[src/hdl/ptrt_pkg.sv]
// ----------------------------------------------------------------------------
// ptrt_pkg
// Shared types and constants for the periodic task release table.
// ----------------------------------------------------------------------------
package ptrt_pkg;

  // Number of task slots in the table
  localparam int SLOT_COUNT = 8;
  // Bits needed to index one slot
  localparam int SLOT_W = (SLOT_COUNT > 1) ? $clog2(SLOT_COUNT) : 1;

  // Request codes
  typedef enum logic [2:0] {
    ACT_TICK    = 3'd0,
    ACT_CREATE  = 3'd1,
    ACT_DELETE  = 3'd2,
    ACT_SUSPEND = 3'd3,
    ACT_RESUME  = 3'd4
  } action_t;

  // Result status codes
  typedef enum logic [1:0] {
    ST_OK       = 2'd0,
    ST_OCCUPIED = 2'd1,
    ST_RANGE    = 2'd2
  } status_t;

  // Controller states
  typedef enum logic {
    S_IDLE = 1'b0,
    S_TICK = 1'b1
  } state_t;

  // Contents of one slot, as it travels round the ring
  typedef struct packed {
    logic        created;
    logic        resumed;
    logic [31:0] period;
    logic [31:0] countdown;
  } rec_t;

  // Write command to one cell
  typedef struct packed {
    logic        create;
    logic        del;
    logic        suspend;
    logic        resume;
    logic [31:0] period;
    logic [31:0] delay;
  } cmd_t;

endpackage

[src/hdl/ptrt_cell.sv]
// ----------------------------------------------------------------------------
// ptrt_cell
// One slot of the ring: holds a slot record, takes its neighbour's record
// while the ring rotates, and applies create, delete, suspend and resume.
// ----------------------------------------------------------------------------
module ptrt_cell
  import ptrt_pkg::*;
(
  input  logic clk,
  input  logic rst,
  input  logic shift,
  input  rec_t shift_in,
  input  cmd_t cmd,
  output rec_t rec
);

  // Hold or update the record; only the flags are cleared by reset
  always_ff @(posedge clk) begin
    if (rst) begin
      rec.created <= 1'b0;
      rec.resumed <= 1'b0;
    end else if (shift) begin
      rec <= shift_in;
    end else if (cmd.create) begin
      rec.created   <= 1'b1;
      rec.resumed   <= 1'b1;
      rec.period    <= cmd.period;
      rec.countdown <= cmd.delay;
    end else if (cmd.del) begin
      rec.created <= 1'b0;
    end else if (cmd.suspend) begin
      rec.resumed <= 1'b0;
    end else if (cmd.resume) begin
      rec.resumed <= 1'b1;
    end
  end

endmodule

[src/hdl/ptrt_step.sv]
// ----------------------------------------------------------------------------
// ptrt_step
// Shared countdown unit at the head of the ring: fires an active slot at zero and
// reloads it, counts other active slots down by one, leaves inactive ones as is.
// ----------------------------------------------------------------------------
module ptrt_step
  import ptrt_pkg::*;
(
  input  rec_t rec_in,
  output rec_t rec_out,
  output logic fire
);

  logic        active;
  logic        at_zero;
  logic [31:0] dec_src;

  // Pick reload or countdown and pass it through the single decrementer
  always_comb begin
    active  = rec_in.created && rec_in.resumed;
    at_zero = (rec_in.countdown == 32'd0);
    fire    = active && at_zero;
    dec_src = at_zero ? rec_in.period : rec_in.countdown;
    rec_out = rec_in;
    if (active) begin
      rec_out.countdown = dec_src - 32'd1;
    end
  end

endmodule

[src/hdl/periodic_task_release_table.sv]
// ----------------------------------------------------------------------------
// periodic_task_release_table
// Create, delete, suspend and resume finish at once: the result strobe comes in
// the cycle after the request is taken. A tick rotates the ring of SLOT_COUNT
// cells once through the shared countdown unit, one slot a cycle, so busy stays
// high until every slot has passed and the result follows at once. Synchronous
// reset clears all created and resumed flags and the controller. The result
// strobe lasts one cycle; the receiver cannot stall it.
// ----------------------------------------------------------------------------
module periodic_task_release_table
  import ptrt_pkg::*;
(
  input  logic        clk,
  input  logic        rst,
  input  logic        start,
  output logic        busy,
  input  logic [2:0]  action,
  input  logic [7:0]  slot,
  input  logic [31:0] period,
  input  logic [31:0] delay,
  output logic        done,
  output logic [1:0]  status,
  output logic [7:0]  fired_mask
);

  state_t            state, state_next;
  logic [SLOT_W-1:0] cnt, cnt_next;
  logic [7:0]        mask_acc, mask_acc_next;
  logic              done_next;
  logic [1:0]        status_next;
  logic [7:0]        fired_mask_next;

  logic              accept;
  logic              in_range;
  logic [SLOT_W-1:0] idx;
  logic              shift;
  logic              fire;
  logic              hit_created;
  logic              do_create;
  logic              do_del;
  logic              do_suspend;
  logic              do_resume;
  logic [SLOT_COUNT-1:0] created_vec;

  rec_t rec      [SLOT_COUNT];
  rec_t shift_in [SLOT_COUNT];
  cmd_t cmd      [SLOT_COUNT];
  rec_t step_out;

  assign busy     = (state == S_TICK);
  assign accept   = start && !busy;
  assign in_range = (slot < 8'(SLOT_COUNT));
  assign idx      = slot[SLOT_W-1:0];
  assign shift    = busy;

  // Gather created flags for the occupancy check
  always_comb begin
    for (int i = 0; i < SLOT_COUNT; i++) begin
      created_vec[i] = rec[i].created;
    end
    hit_created = created_vec[idx];
  end

  // Decode the request into per-cell writes
  always_comb begin
    do_create  = 1'b0;
    do_del     = 1'b0;
    do_suspend = 1'b0;
    do_resume  = 1'b0;
    if (accept && in_range) begin
      case (action)
        ACT_CREATE:  do_create  = !hit_created;
        ACT_DELETE:  do_del     = 1'b1;
        ACT_SUSPEND: do_suspend = 1'b1;
        ACT_RESUME:  do_resume  = 1'b1;
        default:     ;
      endcase
    end
    for (int i = 0; i < SLOT_COUNT; i++) begin
      cmd[i].create  = do_create  && (idx == SLOT_W'(i));
      cmd[i].del     = do_del     && (idx == SLOT_W'(i));
      cmd[i].suspend = do_suspend && (idx == SLOT_W'(i));
      cmd[i].resume  = do_resume  && (idx == SLOT_W'(i));
      cmd[i].period  = period;
      cmd[i].delay   = delay;
    end
  end

  // Build the ring: each cell takes its upper neighbour, the last takes the head
  for (genvar g = 0; g < SLOT_COUNT; g++) begin : g_cell
    if (g == SLOT_COUNT - 1) begin : g_tail
      assign shift_in[g] = step_out;
    end else begin : g_mid
      assign shift_in[g] = rec[g+1];
    end
    ptrt_cell u_cell (
      .clk      (clk),
      .rst      (rst),
      .shift    (shift),
      .shift_in (shift_in[g]),
      .cmd      (cmd[g]),
      .rec      (rec[g])
    );
  end

  // Process the slot at the head of the ring
  ptrt_step u_step (
    .rec_in  (rec[0]),
    .rec_out (step_out),
    .fire    (fire)
  );

  // Next state and result
  always_comb begin
    state_next      = state;
    cnt_next        = cnt;
    mask_acc_next   = mask_acc;
    done_next       = 1'b0;
    status_next     = status;
    fired_mask_next = fired_mask;
    case (state)
      S_IDLE: begin
        if (accept) begin
          case (action)
            ACT_TICK: begin
              state_next    = S_TICK;
              cnt_next      = '0;
              mask_acc_next = 8'd0;
            end
            ACT_CREATE: begin
              done_next       = 1'b1;
              fired_mask_next = 8'd0;
              if (!in_range) begin
                status_next = ST_RANGE;
              end else if (hit_created) begin
                status_next = ST_OCCUPIED;
              end else begin
                status_next = ST_OK;
              end
            end
            ACT_DELETE, ACT_SUSPEND, ACT_RESUME: begin
              done_next       = 1'b1;
              fired_mask_next = 8'd0;
              status_next     = in_range ? ST_OK : ST_RANGE;
            end
            default: begin
              done_next       = 1'b1;
              fired_mask_next = 8'd0;
              status_next     = ST_OK;
            end
          endcase
        end
      end
      S_TICK: begin
        mask_acc_next = mask_acc | (8'(fire) << cnt);
        cnt_next      = cnt + SLOT_W'(1);
        if (cnt == SLOT_W'(SLOT_COUNT - 1)) begin
          state_next      = S_IDLE;
          done_next       = 1'b1;
          status_next     = ST_OK;
          fired_mask_next = mask_acc_next;
        end
      end
      default: state_next = S_IDLE;
    endcase
  end

  // Control registers
  always_ff @(posedge clk) begin
    if (rst) begin
      state <= S_IDLE;
      done  <= 1'b0;
    end else begin
      state <= state_next;
      done  <= done_next;
    end
  end

  // Payload registers
  always_ff @(posedge clk) begin
    cnt        <= cnt_next;
    mask_acc   <= mask_acc_next;
    status     <= status_next;
    fired_mask <= fired_mask_next;
  end

endmodule

[config.mk]
export PLATFORM = sky130hd
export DESIGN_NAME = periodic_task_release_table
export DESIGN_NICKNAME = d
export VERILOG_FILES = /design/src/hdl/ptrt_pkg.sv /design/src/hdl/ptrt_cell.sv /design/src/hdl/ptrt_step.sv /design/src/hdl/periodic_task_release_table.sv
export SDC_FILE = /design/constraint.sdc
export NUM_CORES = 1
export LEC_CHECK = 0
export BUFFER_PORTS_ARGS = -buffer_cell sky130_fd_sc_hd__buf_2
export CORE_UTILIZATION = 60
export DETAILED_ROUTE_END_ITERATION = 12
export PLACE_DENSITY = 0.81
export SYNTH_ARGS = -nofsm -noshare
export SYNTH_HDL_FRONTEND = slang
export SYNTH_SLANG_ARGS = --single-unit
[constraint.sdc]
create_clock -name clk -period 15.4 [get_ports clk]
set_input_delay 2.31 -clock clk [delete_from_list [all_inputs] [get_ports clk]]
set_output_delay 2.31 -clock clk [all_outputs]
set_load 0.02 [all_outputs]
Word level (Yosys, flattened, before mapping)
Index checks and enable logic that the tools add are counted. W data, S select, Z words.

Word-level logic and storage cells: 247. Register bits: 551. Output and inout bits: 12. Bits of input ports: 78.

Equality and inequality tests: 24. Shifts and indexed selects: 1. Muxes and demuxes: 93. Bitwise gates (word level): 3. Add/sub/neg operators: 2. Order comparisons: 2. Reduce and logical (&&, ||, !) cells: 84.

Operators by type and width (number): $mux W66 (8); $mux W64 (8); $mux W32 (2); $mux W1 (48); $mux W8 (5); $logic_and A1 B1 Y1 (36); $reduce_and A2 Y1 (17); $logic_not A32 Y1 (1); $pmux W8 S2 (2); $reduce_bool A4 Y1 (8); $sub A32 B1 Y32 const B (1); $mux W2 (12); $ne A3 B2 Y1 const B (8); $reduce_bool A3 Y1 (8); $eq A3 B3 Y1 const B (6); $reduce_bool A2 Y1 (8); $eq A3 B2 Y1 const B (4); $lt A8 B4 Y1 const B (1); $or A8 B8 Y8 (1); $shl A1 B3 Y8 (1); $eq A3 B1 Y1 const B (2); $logic_not A3 Y1 (2); $mux W3 (2); $pmux W2 S3 (1); 12 further kinds (17).

Longest topological paths before layout
Gate-level depths: netlist of the first run.

Word-level depth: 10. Gate-level depth with buffers: 15. Mapped depth without buffers: 12.

Modules after synthesis
A second synthesis of the first run with hierarchy kept.

Cell total of the unflattened synthesis: 1672. Area total of the unflattened synthesis: 25787.2 sq um.

By module, submodules not included: ptrt_cell (area each 2793.9 sq um, cells an instance 149, sequential area each 1961.9 sq um, instances 8); ptrt_step (area each 2139.6 sq um, cells an instance 349, sequential area each 0.0 sq um, instances 1); periodic_task_release_table (area each 1296.2 sq um, cells an instance 131, sequential area each 670.6 sq um, instances 1).

Worst setup path after synthesis of the first run
No wires, ideal clock.

Path type: input to register. Start point: input slot[6]. End point: register, netlist name g_cell[4].u_cell.rec[0]. Path slack: 8.496 ns. Data required time: 14.914 ns. Buffers on the path: 1. Data arrival time: 6.417 ns. Library setup time: 0.486 ns. Cell stages on the path: 8. Path through: or4_1 -> nor2_1 -> nand3_1 -> nor2b_1 -> and3b_1 -> clkbuf_1 -> a21oi_1 -> nor2_1.

Word-level cells in the longest chain between the ends: 6.

RTL lines: start: declaration (line periodic_task_release_table.sv:18) `input logic [7:0] slot,`; $lt A8 B4 Y1 (line periodic_task_release_table.sv:52) `assign in_range = (slot < 8'(SLOT_COUNT));`; $logic_and A1 B1 Y1 (line periodic_task_release_table.sv:70) `if (accept && in_range) begin`; $mux W1 (line periodic_task_release_table.sv:70); $logic_and A1 B1 Y1 (line periodic_task_release_table.sv:80) `cmd[i].create = do_create && (idx == SLOT_W'(i));`; $reduce_bool A2 Y1 (no source line); $reduce_and A2 Y1 (no source line).

No other way between the ends. A chain may end at the register's enable or synchronous reset.

Final worst setup path of the first run
Start point: input slot[6]. End point: register, netlist name g_cell[5].u_cell.rec[55].

Word-level cells in the longest chain between the ends: 6.

RTL lines (line): $lt A8 B4 Y1 (periodic_task_release_table.sv:52); $logic_and A1 B1 Y1 (periodic_task_release_table.sv:70); $mux W1 (periodic_task_release_table.sv:70); $logic_and A1 B1 Y1 (periodic_task_release_table.sv:80); $reduce_bool A2 Y1 (no source line); $reduce_and A2 Y1 (no source line).

No other way between the ends.

==> metrics, run 1 <==
Worst-Skew Late Latency 0.61 ns; multiplexer share of the synthesized area less than 1%; Worst setup EP type register; Yosys top cell by area edfxtp_1; DR WL/cell a little under 20 um; max-cap viol count 0; top_reg_cell synth edfxtp_1; Clock transition at path regs about 0.070 ns; critical path peak fanout 64; CP max stage cell buf_4; GPL Wtd Cong 0.9207; Worst Hold Class reg2reg; synth top area cells edfxtp_1 68%, nand2_1 17%, dfxtp_1 1.5%, clkbuf_1 1.4%, a21oi_1 1.3%; Peak VDD IR 95.33 uV; RSZ-0062 raised after global routing no; vias in the first global route 16,190; CTS Buffer Depth 3; die area around 40,000 um^2; number of flops mapped to enable cells by yosys 533; min Tclk post-route 4.787 ns; critical path launch point type primary input; WL final 54.12 mm; Power Density between 100 and 150 nW/um^2; Synth Area in Adders less than 1%; nets@finish roughly 2,300; Ports 90; Initial Utilization between 60 and 70%; drc violations 0; synth unique cells 70; ys async rst share 0%; Fin. Hold Viols 0; number of diodes 0; fmax around 0.21 GHz; # setup viols final 0; clock skew ~0.024 ns; total grt overflow 0; Initial DRC Count 1,631; post-detail-place hpwl roughly 33 mm; CTS buffer count 54; area delta synth->final 11.83%; final setup margin ~11 ns; worst path arrival time approximately 5 ns; worst-margin pin slew ~1.3 ns; setup TNS 0 ns; Critical path origin slot[6]; Worst Path Required between 15 and 20 ns; post-synthesis sequential area ratio between 60% and 70%; fraction of layout cells with a size suffix above 1 under 10%; Hold-fix buffers, CTS 0; synthesized net count between 2,000 and 2,500; Die Wd around 200 um; site row count 72; fillers roughly 2,800; Area after DPL 24,490 um^2; Cells after Synth 2,160; GRT Total Usage a little over a quarter; initial antenna violation count 0; via density per instance ~5.9; Worst Hold Launch g_cell[3].u_cell.rec[65]; Setup CP Type in2reg; post-CTS setup buffers 0; via count between 15,000 and 20,000; Clk Tree Root Cell clkbuf_16; status finished, final reports clean; Post-Syn Area roughly 24,000 um^2; Die H about 200 um; Initial DRT Pass Iterations 6; design area between 20,000 and 30,000 um^2; YS warnings 0; Synth top area share about two thirds; crit-path max cell delay between 0.7 and 0.8 ns; Power Total ~0.0032 W; #FFs+latches synth around 550; first-pass GRT wire length approximately 87 mm; average cell area after synthesis ~11 um^2; Compound-Gate Fraction of Synth Area about 5.5%; Routed Antenna Nets 0; largest family of logic cells by synthesized area simple AND/OR/NAND/NOR gates; Final Max Slew Viols 0; max_slew headroom 15.49%; largest net degree at the start of global routing ~230; Core Box Area ~39,000 um^2; CTS H-tree lvls 2; CTS resizes 0; number of buffers added on ports 89; TritonCTS clock tree built; Pleak 9.510 nW; Reg-to-Reg Start g_cell[0].u_cell.rec[25]; simple-gate share of the synthesized area between 20% and 30%; post-place setup slack roughly 10 ns; Post-Synth XOR/XNOR Area 0.1486%; # clock sinks between 500 and 600; Final period util between 30% and 40%; worst path cell trace buf_2, or4_1, nor2_1, nand3_1, nor2b_1, and3b_1, a21oi_1, nor2_4, buf_4; Hold WS slightly below 0.5 ns
==> where the power goes <==
group | total [W] | leakage [nW] | switching, W | internal, W
sequential | 0.00169 | 4.98 | 0.0000138 | 0.00168
combinational | 0.000143 | 3.64 | 0.000104 | 0.0000392
clock | 0.00141 | 0.890 | 0.000577 | 0.000834
total | 0.00325 | 9.51 | 0.000694 | 0.00255
==> per-stage QoR <==
| stage | cells | utilization (%) |
|---|---|---|
| 2_1_floorplan | 2160 | - |
| 3_3_place_gp | 2683 | 63.21 |
| 3_5_place_dp | 2683 | 63.21 |
| 4_1_cts | 2783 | 68.06 |
| 5_1_grt | 2783 | 68.06 |
| 6_report | 2783 | 68.06 |
==> registers in the layout (all words and copies together), names as in the netlist <==
| signal | count |
|---|---|
| g_cell.u_cell.rec | 528 |
| fired_mask | 8 |
| busy | 1 |
| done | 1 |
| cnt | 3 |
| status | 2 |
| mask_acc | 8 |
==> cell usage after synthesis (15+ instances only) <==
master       n
a22oi_1     23
dfxtp_1     18
nand2_1   1075
o21ai_1     18
o21ai_0     23
nor4_1      28
a21oi_1     61
nand3_1     16
inv_1       15
nor3_1      17
clkbuf_1    87
edfxtp_1   533
nor2_1      60
==> worst max-delay path: cells and delay by family <==
family / cells / cell delay, ns
buf+inv: 2 / 0.87
compound gates: 1 / 0.20
simple gates: 6 / 1.57
==> path summary, 6_finish.rpt <==
path / to / slack (ns) / cells past startpoint
setup / recovery: g_cell[5].u_cell.rec[55] / 10.61 / 9
hold / removal: g_cell[2].u_cell.rec[65] / 0.49 / 2
setup reg to reg: g_cell[7].u_cell.rec[18] / 11.18 / 12
hold reg to reg: g_cell[2].u_cell.rec[65] / 0.49 / 2
==> placed cells by master, fill, tap and decap left out, types with 7 or more instances in the layout <==
cell type	instances
nand2_1	1075
edfxtp_1	533
buf_2	89
a21oi_1	61
clkbuf_16	54
nor2_1	52
nor4_1	28
o21ai_0	23
a22oi_1	23
o21ai_1	18
nor3_1	17
dfxtp_1	17
nand3_1	16
inv_1	15
buf_4	15
clkbuf_1	13
o31ai_1	12
o211ai_1	12
bufinv_16	11
a31oi_1	10
or3_1	8
mux2i_1	8
nor2b_1	8
nor2_4	8
a221oi_1	8
clkinv_1	8
o41ai_1	7
==> kinds of logic (layout without fill, tap and decap cells) <==
| kind of cell | count (synthesis) | in the layout |
|---|---|---|
| muxes | 14 | 14 |
| buffers and inverters | 116 | 221 |
| xor gates and xnor gates | 4 | 4 |
| and+or+nand+nor | 1269 | 1269 |
| AOI/OAI and AO/OA | 203 | 203 |
| adders and majority gates | 3 | 3 |
| DFF | 551 | 551 |
==> layout make-up <==
cell class / count / area [um^2] / share of cell area (%)
tap: 518 / 648.1 / 2.458
sequential: 551 / 16370 / 62.09
clock buffer: 67 / 1400 / 5.311
multi-input combinational: 1493 / 6830 / 25.91
inverter: 16 / 61.31 / 0.2326
clock inverter: 33 / 475.5 / 1.804
timing repair buffer: 105 / 578.1 / 2.193
==> routing by layer <==
layer / global-route usage [%] / vias up / wire, um
met4: 10.08 / 0 / 1440
met1: 37.96 / 7976 / 22330
li1: - / 7615 / -
met5: 0 / - / 0
met3: 3.856 / 99 / 4217
met2: 44.42 / 781 / 26140
(Power assumes the default switching activity.)
==> run 2: changes to the inputs <==
ABC_AREA = 1   (was default)
CORE_UTILIZATION = 56   (was 60)
PLACE_DENSITY = 0.79   (was 0.81)
clock period = 4.2 ns   (was 15.4 ns; I/O delays follow)
==> run 2 against run 1 <==
  * Clock skew decreased by 0.0014 ns
  * Core utilization decreased by 4.5 points
  * Register-to-register slack got worse by 10 ns
  * Clock power increased to 3.5 times the previous value
  * Die area increased by 7.8%
  * Combinational power increased to 3.8 times the previous value
  * Power increased to 3.6 times the previous value
  * Flip-flop and latch count unchanged
  * Non-clock buffer count increased by 4
  * Final cell count increased by 7.4%
  * First-iteration DRC count increased by 14%
  * Hold slack got worse by 0.18 ns
  * Largest power group unchanged
==> metrics, run 2 <==
largest net degree at the start of global routing 196 (-15%); via density per instance 5.503 (-7.0%); Final period util between 70% and 80%; Critical path origin g_cell[0].u_cell.rec[8]; r2r setup slk 1.03 ns (-10.15 ns); Worst setup EP type register; WL final 55.75 mm (+3.0%); via count 16,440 (-0.18%); max-cap viol count 0 (unchanged); Die Wd 207.9 um (+3.8%); Core Box Area 41,850 um^2 (+8.0%); TritonCTS clock tree built; max_slew headroom 26.66% (+11 points); setup TNS 0 ns (unchanged); initial antenna violation count 1 (+1); count leader, synth nand2_1; nets@finish 2,494 (+8.3%); end point of the critical path g_cell[7].u_cell.rec[26]; ys async rst share 0% (unchanged); Die H 207.9 um (+3.8%); drc violations 0 (unchanged); Initial Utilization 56.72% (-4.1 points); critical path peak fanout 24 (-63%); synthesized net count 2,418 (+7.9%); fraction of layout cells with a size suffix above 1 9.882% (+0.30 points); Routed Antenna Nets 0 (unchanged); commonest non-fill, non-tap cell in the layout nand2_1; min Tclk post-route 3.168 ns; # setup viols final 0 (unchanged); clock skew 0.02229 ns (-0.001365 ns); total grt overflow 0 (unchanged); first-pass GRT wire length 88.63 mm (+1.8%); Reg-to-Reg Start g_cell[0].u_cell.rec[8]; number of buffers added on ports 89 (unchanged); worst path arrival time 3.50 ns (-1.52 ns); worst-margin pin slew 1.100 ns (-0.1559 ns); post-CTS setup buffers 0 (unchanged); CTS resizes 0 (unchanged); Final Max Slew Viols 0 (unchanged); Synth top area share 67.42% (-0.47 points); synth top area cells edfxtp_1 67%, nand2_1 19%, inv_1 1.6%, dfxtp_1 1.5%, o21ai_0 1.5%; max FFs per register 528 (unchanged); CTS buffer count 53 (-1.9%); average cell area after synthesis 10.16 um^2 (-6.9%); Regs by FF count g_cell.u_cell.rec: 528 flops, fired_mask: 8 flops, mask_acc: 8 flops; Fin. Hold Viols 0 (unchanged); Worst-Skew Late Latency 0.61 ns (about the same); Power Density 439.5 nW/um^2 (+260%); CTS H-tree lvls 2 (unchanged); Initial DRC Count 1,864 (+14%); Initial DRT Pass Iterations 6 (unchanged); Post-synth top cells 1,212 x nand2_1, 533 x edfxtp_1, 102 x inv_1, 85 x nor2_1, 71 x o21ai_0; Clk Tree Root Cell clkbuf_16; area delta synth->final 12.04%; GRT Total Usage 26.46% (-0.90 points); Post-Syn Area 23,740 um^2 (+0.70%); top_reg_cell synth edfxtp_1; critical path launch point type register; dpl cells 2,897 (+8.0%); # clock sinks 551 (unchanged); Setup CP Type reg2reg; YS warnings 0 (unchanged); status finished, final reports clean; GPL Wtd Cong 0.9388 (+2.0%); DR WL/cell 18.66 um (-4.1%); CTS Buffer Depth 3 (unchanged); fmax around 0.32 GHz; die area 43,220 um^2 (+7.8%); site row count 75 (+4.2%); Worst Path Required 4.54 ns (-11.09 ns); post-detail-place hpwl 34.53 mm (+5.4%); Top reg by flops g_cell.u_cell.rec; post-synthesis sequential area ratio 68.94% (-0.48 points); Worst Hold Class in2reg; Cells after Synth 2,337 (+8.2%); vias in the first global route 16,140 (-0.32%); RSZ-0062 raised after global routing no; Ports 90 (unchanged); #FFs+latches synth 551 (unchanged); Yosys top cell by area edfxtp_1; most frequent cells in the layout 1,212 x nand2_1, 533 x edfxtp_1, 101 x inv_1; Peak VDD IR 358.6 uV (+280%); Clock transition at path regs 0.06 ns (about the same); R2R Path End g_cell[7].u_cell.rec[26]; number of diodes 0 (unchanged); synth unique cells 41 (-41%); fin cells 2,988 (+7.4%); worst-case reg-to-reg path depth 17 (+5); Pleak 10.31 nW (+8.4%); number of flops mapped to enable cells by yosys 533 (unchanged); Hold-fix buffers, CTS 0 (unchanged)
run 2: cell count changes after synthesis, moves of 18 or more:
| cell | change |
|---|---|
| nor2_1 | +25 |
| inv_1 | +87 |
| nor4_1 | -24 |
| nand3_1 | +38 |
| nand2_2 | +18 |
| nand2_1 | +137 |
| clkbuf_1 | -25 |
| a22oi_1 | -23 |
| o21ai_0 | +48 |
run 2: layout make-up:
cell class	count	area [um^2]
Sequential cell	551	16370
Fill cell	3249	15250
Multi-Input combinational cell	1593	6695
Clock buffer	70	1453
Timing Repair Buffer	109	683.2
Tap cell	539	674.4
Inverter	105	399.1
Clock inverter	21	324.1
run 2: critical path, stage by stage, from the launching register on:
cell and delay [ns]:
edfxtp_1 0.44, nor2_1 0.13, nand2_1 0.09, nor2_4 0.13
nand2_4 0.19, nor2_8 0.34, nand2_1 0.09, nand2_1 0.14
ha_1 0.19, nand3_1 0.12, nor2_1 0.21, nand3_2 0.21
nor2_1 0.26, nand2_1 0.09, nand2_1 0.06, nand3_1 0.06
nand2_1 0.08, nand2_1 0.05
run 2: per-layer routing:
layer  part of all wire (%)  track usage, %  vias to the layer above
met5                      0               0                        -
met4                    3.0           8.787                        0
met3                    7.4           4.830                       83
met2                     47           41.71                      619
met1                     43           37.44                     7856
li1                       -               -                     7884
run 2: worst min path at each step:
stage                             startpoint                  endpoint  depth (start not counted)
floorplan           g_cell[1].u_cell.rec[64]  g_cell[1].u_cell.rec[64]                          2
global route                           start                      busy                          3
finish                                 start                      busy                          3
global placement    g_cell[1].u_cell.rec[64]  g_cell[1].u_cell.rec[64]                          2
CTS                                    start                      busy                          3
detailed placement  g_cell[3].u_cell.rec[64]  g_cell[3].u_cell.rec[64]                          2
run 2: logic make-up (layout without fill, tap and decap cells):
family | Yosys count | after routing | synth area share (%)
adders and majority gates | 3 | 3 | 0.1581
DFF | 551 | 551 | 68.94
and+or+nand+nor | 1425 | 1425 | 23.90
xor gates and xnor gates | 1 | 1 | 0.03690
buffers and inverters | 193 | 305 | 3.236
AOI/OAI and AO/OA | 164 | 164 | 3.732
run 2: metrics by stage:
| stage | worst slack (ns) | util, % | hold WS [ns] | total power, W | cell area, um^2 |
|---|---|---|---|---|---|
| 2_1_floorplan | 0.1127 | - | 0.4575 | 0.006648 | 23770 |
| 3_3_place_gp | 1.055 | 59.31 | 0.4705 | 0.006828 | 24820 |
| 3_5_place_dp | 0.9870 | 59.31 | 0.4803 | 0.006851 | 24820 |
| 4_1_cts | 1.051 | 63.55 | 0.2871 | 0.01175 | 26600 |
| 5_1_grt | 0.6231 | 63.55 | 0.3323 | 0.01201 | 26600 |
| 6_report | 1.032 | 63.55 | 0.3155 | 0.01169 | 26600 |
run 2: power by group:
| group | switching [W] | internal [W] | leakage, nW |
|---|---|---|---|
| clock network | 0.00204 | 0.00292 | 0.857 |
| registers | 0.0000336 | 0.00616 | 4.98 |
| logic | 0.000402 | 0.000144 | 4.47 |
==> run 3: changes to the inputs <==
clock period = 2.7 ns   (was 4.2 ns; I/O delays follow)
==> run 3 against run 2 <==
  * Design area increased by 4.5%
  * Clock skew rose by 0.0025 ns
  * Critical path type unchanged
  * Hold slack lost 0.23 ns
  * Flip-flop and latch count unchanged
  * Combinational power rose by 68%
  * Routed wire length grew 5.4%
  * Die area is the same
  * Setup slack lost 1.0 ns
  * Sequential power is 55% higher
  * Highest routed layer unchanged
==> metrics, run 3 (synthesized netlist as in run 2, its figures left out) <==
max-cap viol count 0 (unchanged); nets@finish 2,597 (+4.1%); max FFs per register 528 (unchanged); Reg-to-Reg Start g_cell[0].u_cell.rec[3]; die area 43,220 um^2 (unchanged); Worst Hold Class in2reg; CTS H-tree lvls 2 (unchanged); most frequent cells in the layout 1,180 x nand2_1, 533 x edfxtp_1, 101 x inv_1; DR WL/cell 18.95 um (+1.5%); post-place setup slack -0.1991 ns (-1.186 ns); Final period util 99.66% (+24 points); Fin. Hold Viols 0 (unchanged); Final Max Slew Viols 0 (unchanged); Initial DRC Count 1,904 (+2.1%); site row count 75 (unchanged); RSZ-0062 raised after global routing yes; GPL Wtd Cong 0.9870 (+5.1%); Initial Utilization 56.72% (unchanged); Peak VDD IR 674.5 uV (+88%); min Tclk post-route 2.691 ns (-0.4767 ns); R2R Path End g_cell[7].u_cell.rec[24]; GRT Max-Usage Layer met2; net switching power figure 0.003952 W (+60%); WL final 58.75 mm (+5.4%); largest net degree at the start of global routing 177 (-9.7%); drc violations 0 (unchanged); max_slew headroom 27.98% (+1.3 points); critical path peak fanout 5 (-79%); clock skew 0.02483 ns (+0.002540 ns); area delta synth->final 17.10%; final setup margin 0.009115 ns (-1.023 ns); Clock transition at path regs 0.06 ns (about the same); CTS buffer count 55 (+3.8%); vias in the first global route 16,710 (+3.6%); Pleak 11.00 nW (+6.7%); Hold-fix buffers, CTS 0 (unchanged); Core Box Area 41,850 um^2 (unchanged); total grt overflow 0 (unchanged); end point of the critical path g_cell[7].u_cell.rec[24]; Worst setup EP type register; Sequential Power Share 53.8% (+0.9 points); Worst-Skew Late Latency 0.61 ns (about the same); switching share of power 22.12% (+0.96 points); Setup CP Type reg2reg; # clock sinks 551 (unchanged); Logic pwr share 5.1% (+0.4 points); CTS Buffer Depth 3 (unchanged); fraction of layout cells with a size suffix above 1 15.53% (+5.7 points); first-pass GRT wire length 92.20 mm (+4.0%); P_int 0.01392 W (+51%); Hold WS 0.08691 ns (-0.2286 ns); Power Density 642.9 nW/um^2 (+46%); worst-margin pin slew 1.080 ns (-0.01980 ns); via density per instance 5.545 (+0.77%); worst path arrival time 3.03 ns (-0.47 ns); Critical path origin g_cell[0].u_cell.rec[3]; commonest non-fill, non-tap cell in the layout nand2_1; Ports 90 (unchanged); Worst Path Required 3.04 ns (-1.50 ns); fmax 0.3716 GHz (+18%); # setup viols final 0 (unchanged); Initial DRT Pass Iterations 5 (-1); via count 17,200 (+4.6%); Regs by FF count g_cell.u_cell.rec: 528 flops, fired_mask: 8 flops, mask_acc: 8 flops; post-detail-place hpwl 38.50 mm (+11%); number of diodes 0 (unchanged); critical path launch point type register; GR Util met2 45.00% (+3.3 points); Routed Antenna Nets 0 (unchanged); met1 Use GR 37.89% (+0.45 points); Clk Tree Root Cell clkbuf_16; Power Total 0.01787 W (+53%); setup TNS 0 ns (unchanged); TritonCTS clock tree built; Die Wd 207.9 um (unchanged); Top reg by flops g_cell.u_cell.rec; GRT Total Usage 27.29% (+0.83 points); initial antenna violation count 0 (-1); Die H 207.9 um (unchanged); Clk network pwr share 41.0% (-1.4 points); status finished, final reports clean; worst-case reg-to-reg path depth 18 (+1); r2r setup slk 0.009 ns (-1.02 ns); fillers 3,088 (-5.0%); number of buffers added on ports 89 (unchanged); met3 Use GR 3.502% (-1.3 points)
==> run 3: changes by cell type in the layout (fill, tap and decap cells not counted), sizes merged <==
cell | previous run | this run
nor2 | 106 | 107
clkinvlp | 4 | 2
bufinv | 8 | 3
clkinv | 9 | 29
buf | 109 | 209
clkbuf | 70 | 69
==> run 3: layout make-up <==
| class | instances | area, um^2 | area share (%) |
|---|---|---|---|
| Multi-Input combinational cell | 1594 | 6998 | 25.17 |
| Tap cell | 539 | 674.4 | 2.426 |
| Inverter | 105 | 399.1 | 1.436 |
| Sequential cell | 551 | 16370 | 58.89 |
| Clock buffer | 69 | 1450 | 5.217 |
| Clock inverter | 34 | 246.5 | 0.8867 |
| Timing Repair Buffer | 209 | 1660 | 5.973 |
==> run 3: critical path, cell delays in order, from the launching register on <==
cell and delay (ns):
edfxtp_1 0.44, nor2_2 0.16, nand2_2 0.12, nor2_4 0.16
nand2_4 0.10, buf_12 0.14, nor2_4 0.14, buf_6 0.13
nand2_1 0.08, nand2_1 0.10, inv_1 0.07, buf_4 0.14
nand2_1 0.10, nor2_4 0.07, and2_1 0.15, nand3_1 0.10
nand3_2 0.09, nand2_2 0.09, nand2_2 0.04
==> run 3: per-layer routing <==
metal	up-vias	part of all wire, %
met3	99	6.1
met2	644	49
li1	8103	-
met4	0	2.5
met5	-	0
met1	8350	42
==> run 3: worst min path at each step <==
stage | from | end | slack, ns | cells past startpoint
global placement | g_cell[1].u_cell.rec[64] | g_cell[1].u_cell.rec[64] | 0.47 | 2
global route | start | busy | 0.1 | 3
floorplan | g_cell[1].u_cell.rec[64] | g_cell[1].u_cell.rec[64] | 0.46 | 2
finish | start | busy | 0.09 | 3
CTS | start | busy | 0.06 | 3
detailed placement | g_cell[3].u_cell.rec[64] | g_cell[3].u_cell.rec[64] | 0.48 | 2
==> run 3: power by group through the flow <==
| stage | Clock [W] | Sequential (W) | Combinational (W) |
|---|---|---|---|
| after CTS | 0.00742 | 0.00962 | 0.000916 |
| after detailed placement | 0 | 0.00980 | 0.000904 |
| after global placement | 0 | 0.00980 | 0.000864 |
| final | 0.00733 | 0.00962 | 0.000917 |
| after floorplan | 0 | 0.00981 | 0.000541 |
| after global routing | 0.00770 | 0.00963 | 0.00103 |
==> run 3: per-stage QoR <==
step,area (um^2),std cells,utilization (%)
final,27800,3101,66.42
after detailed placement,25620,2970,61.22
after global placement,25620,2970,61.22
after CTS,27440,3082,65.56
after global routing,27800,3101,66.42
after floorplan,23920,2337,-
==> run 3: what timing repair did <==
action	4_1_cts	5_1_grt
endpoints found under the setup margin	20	27
pin swaps	8	33
cloned	0	2
setup buffers	9	17
resized for setup	13	61
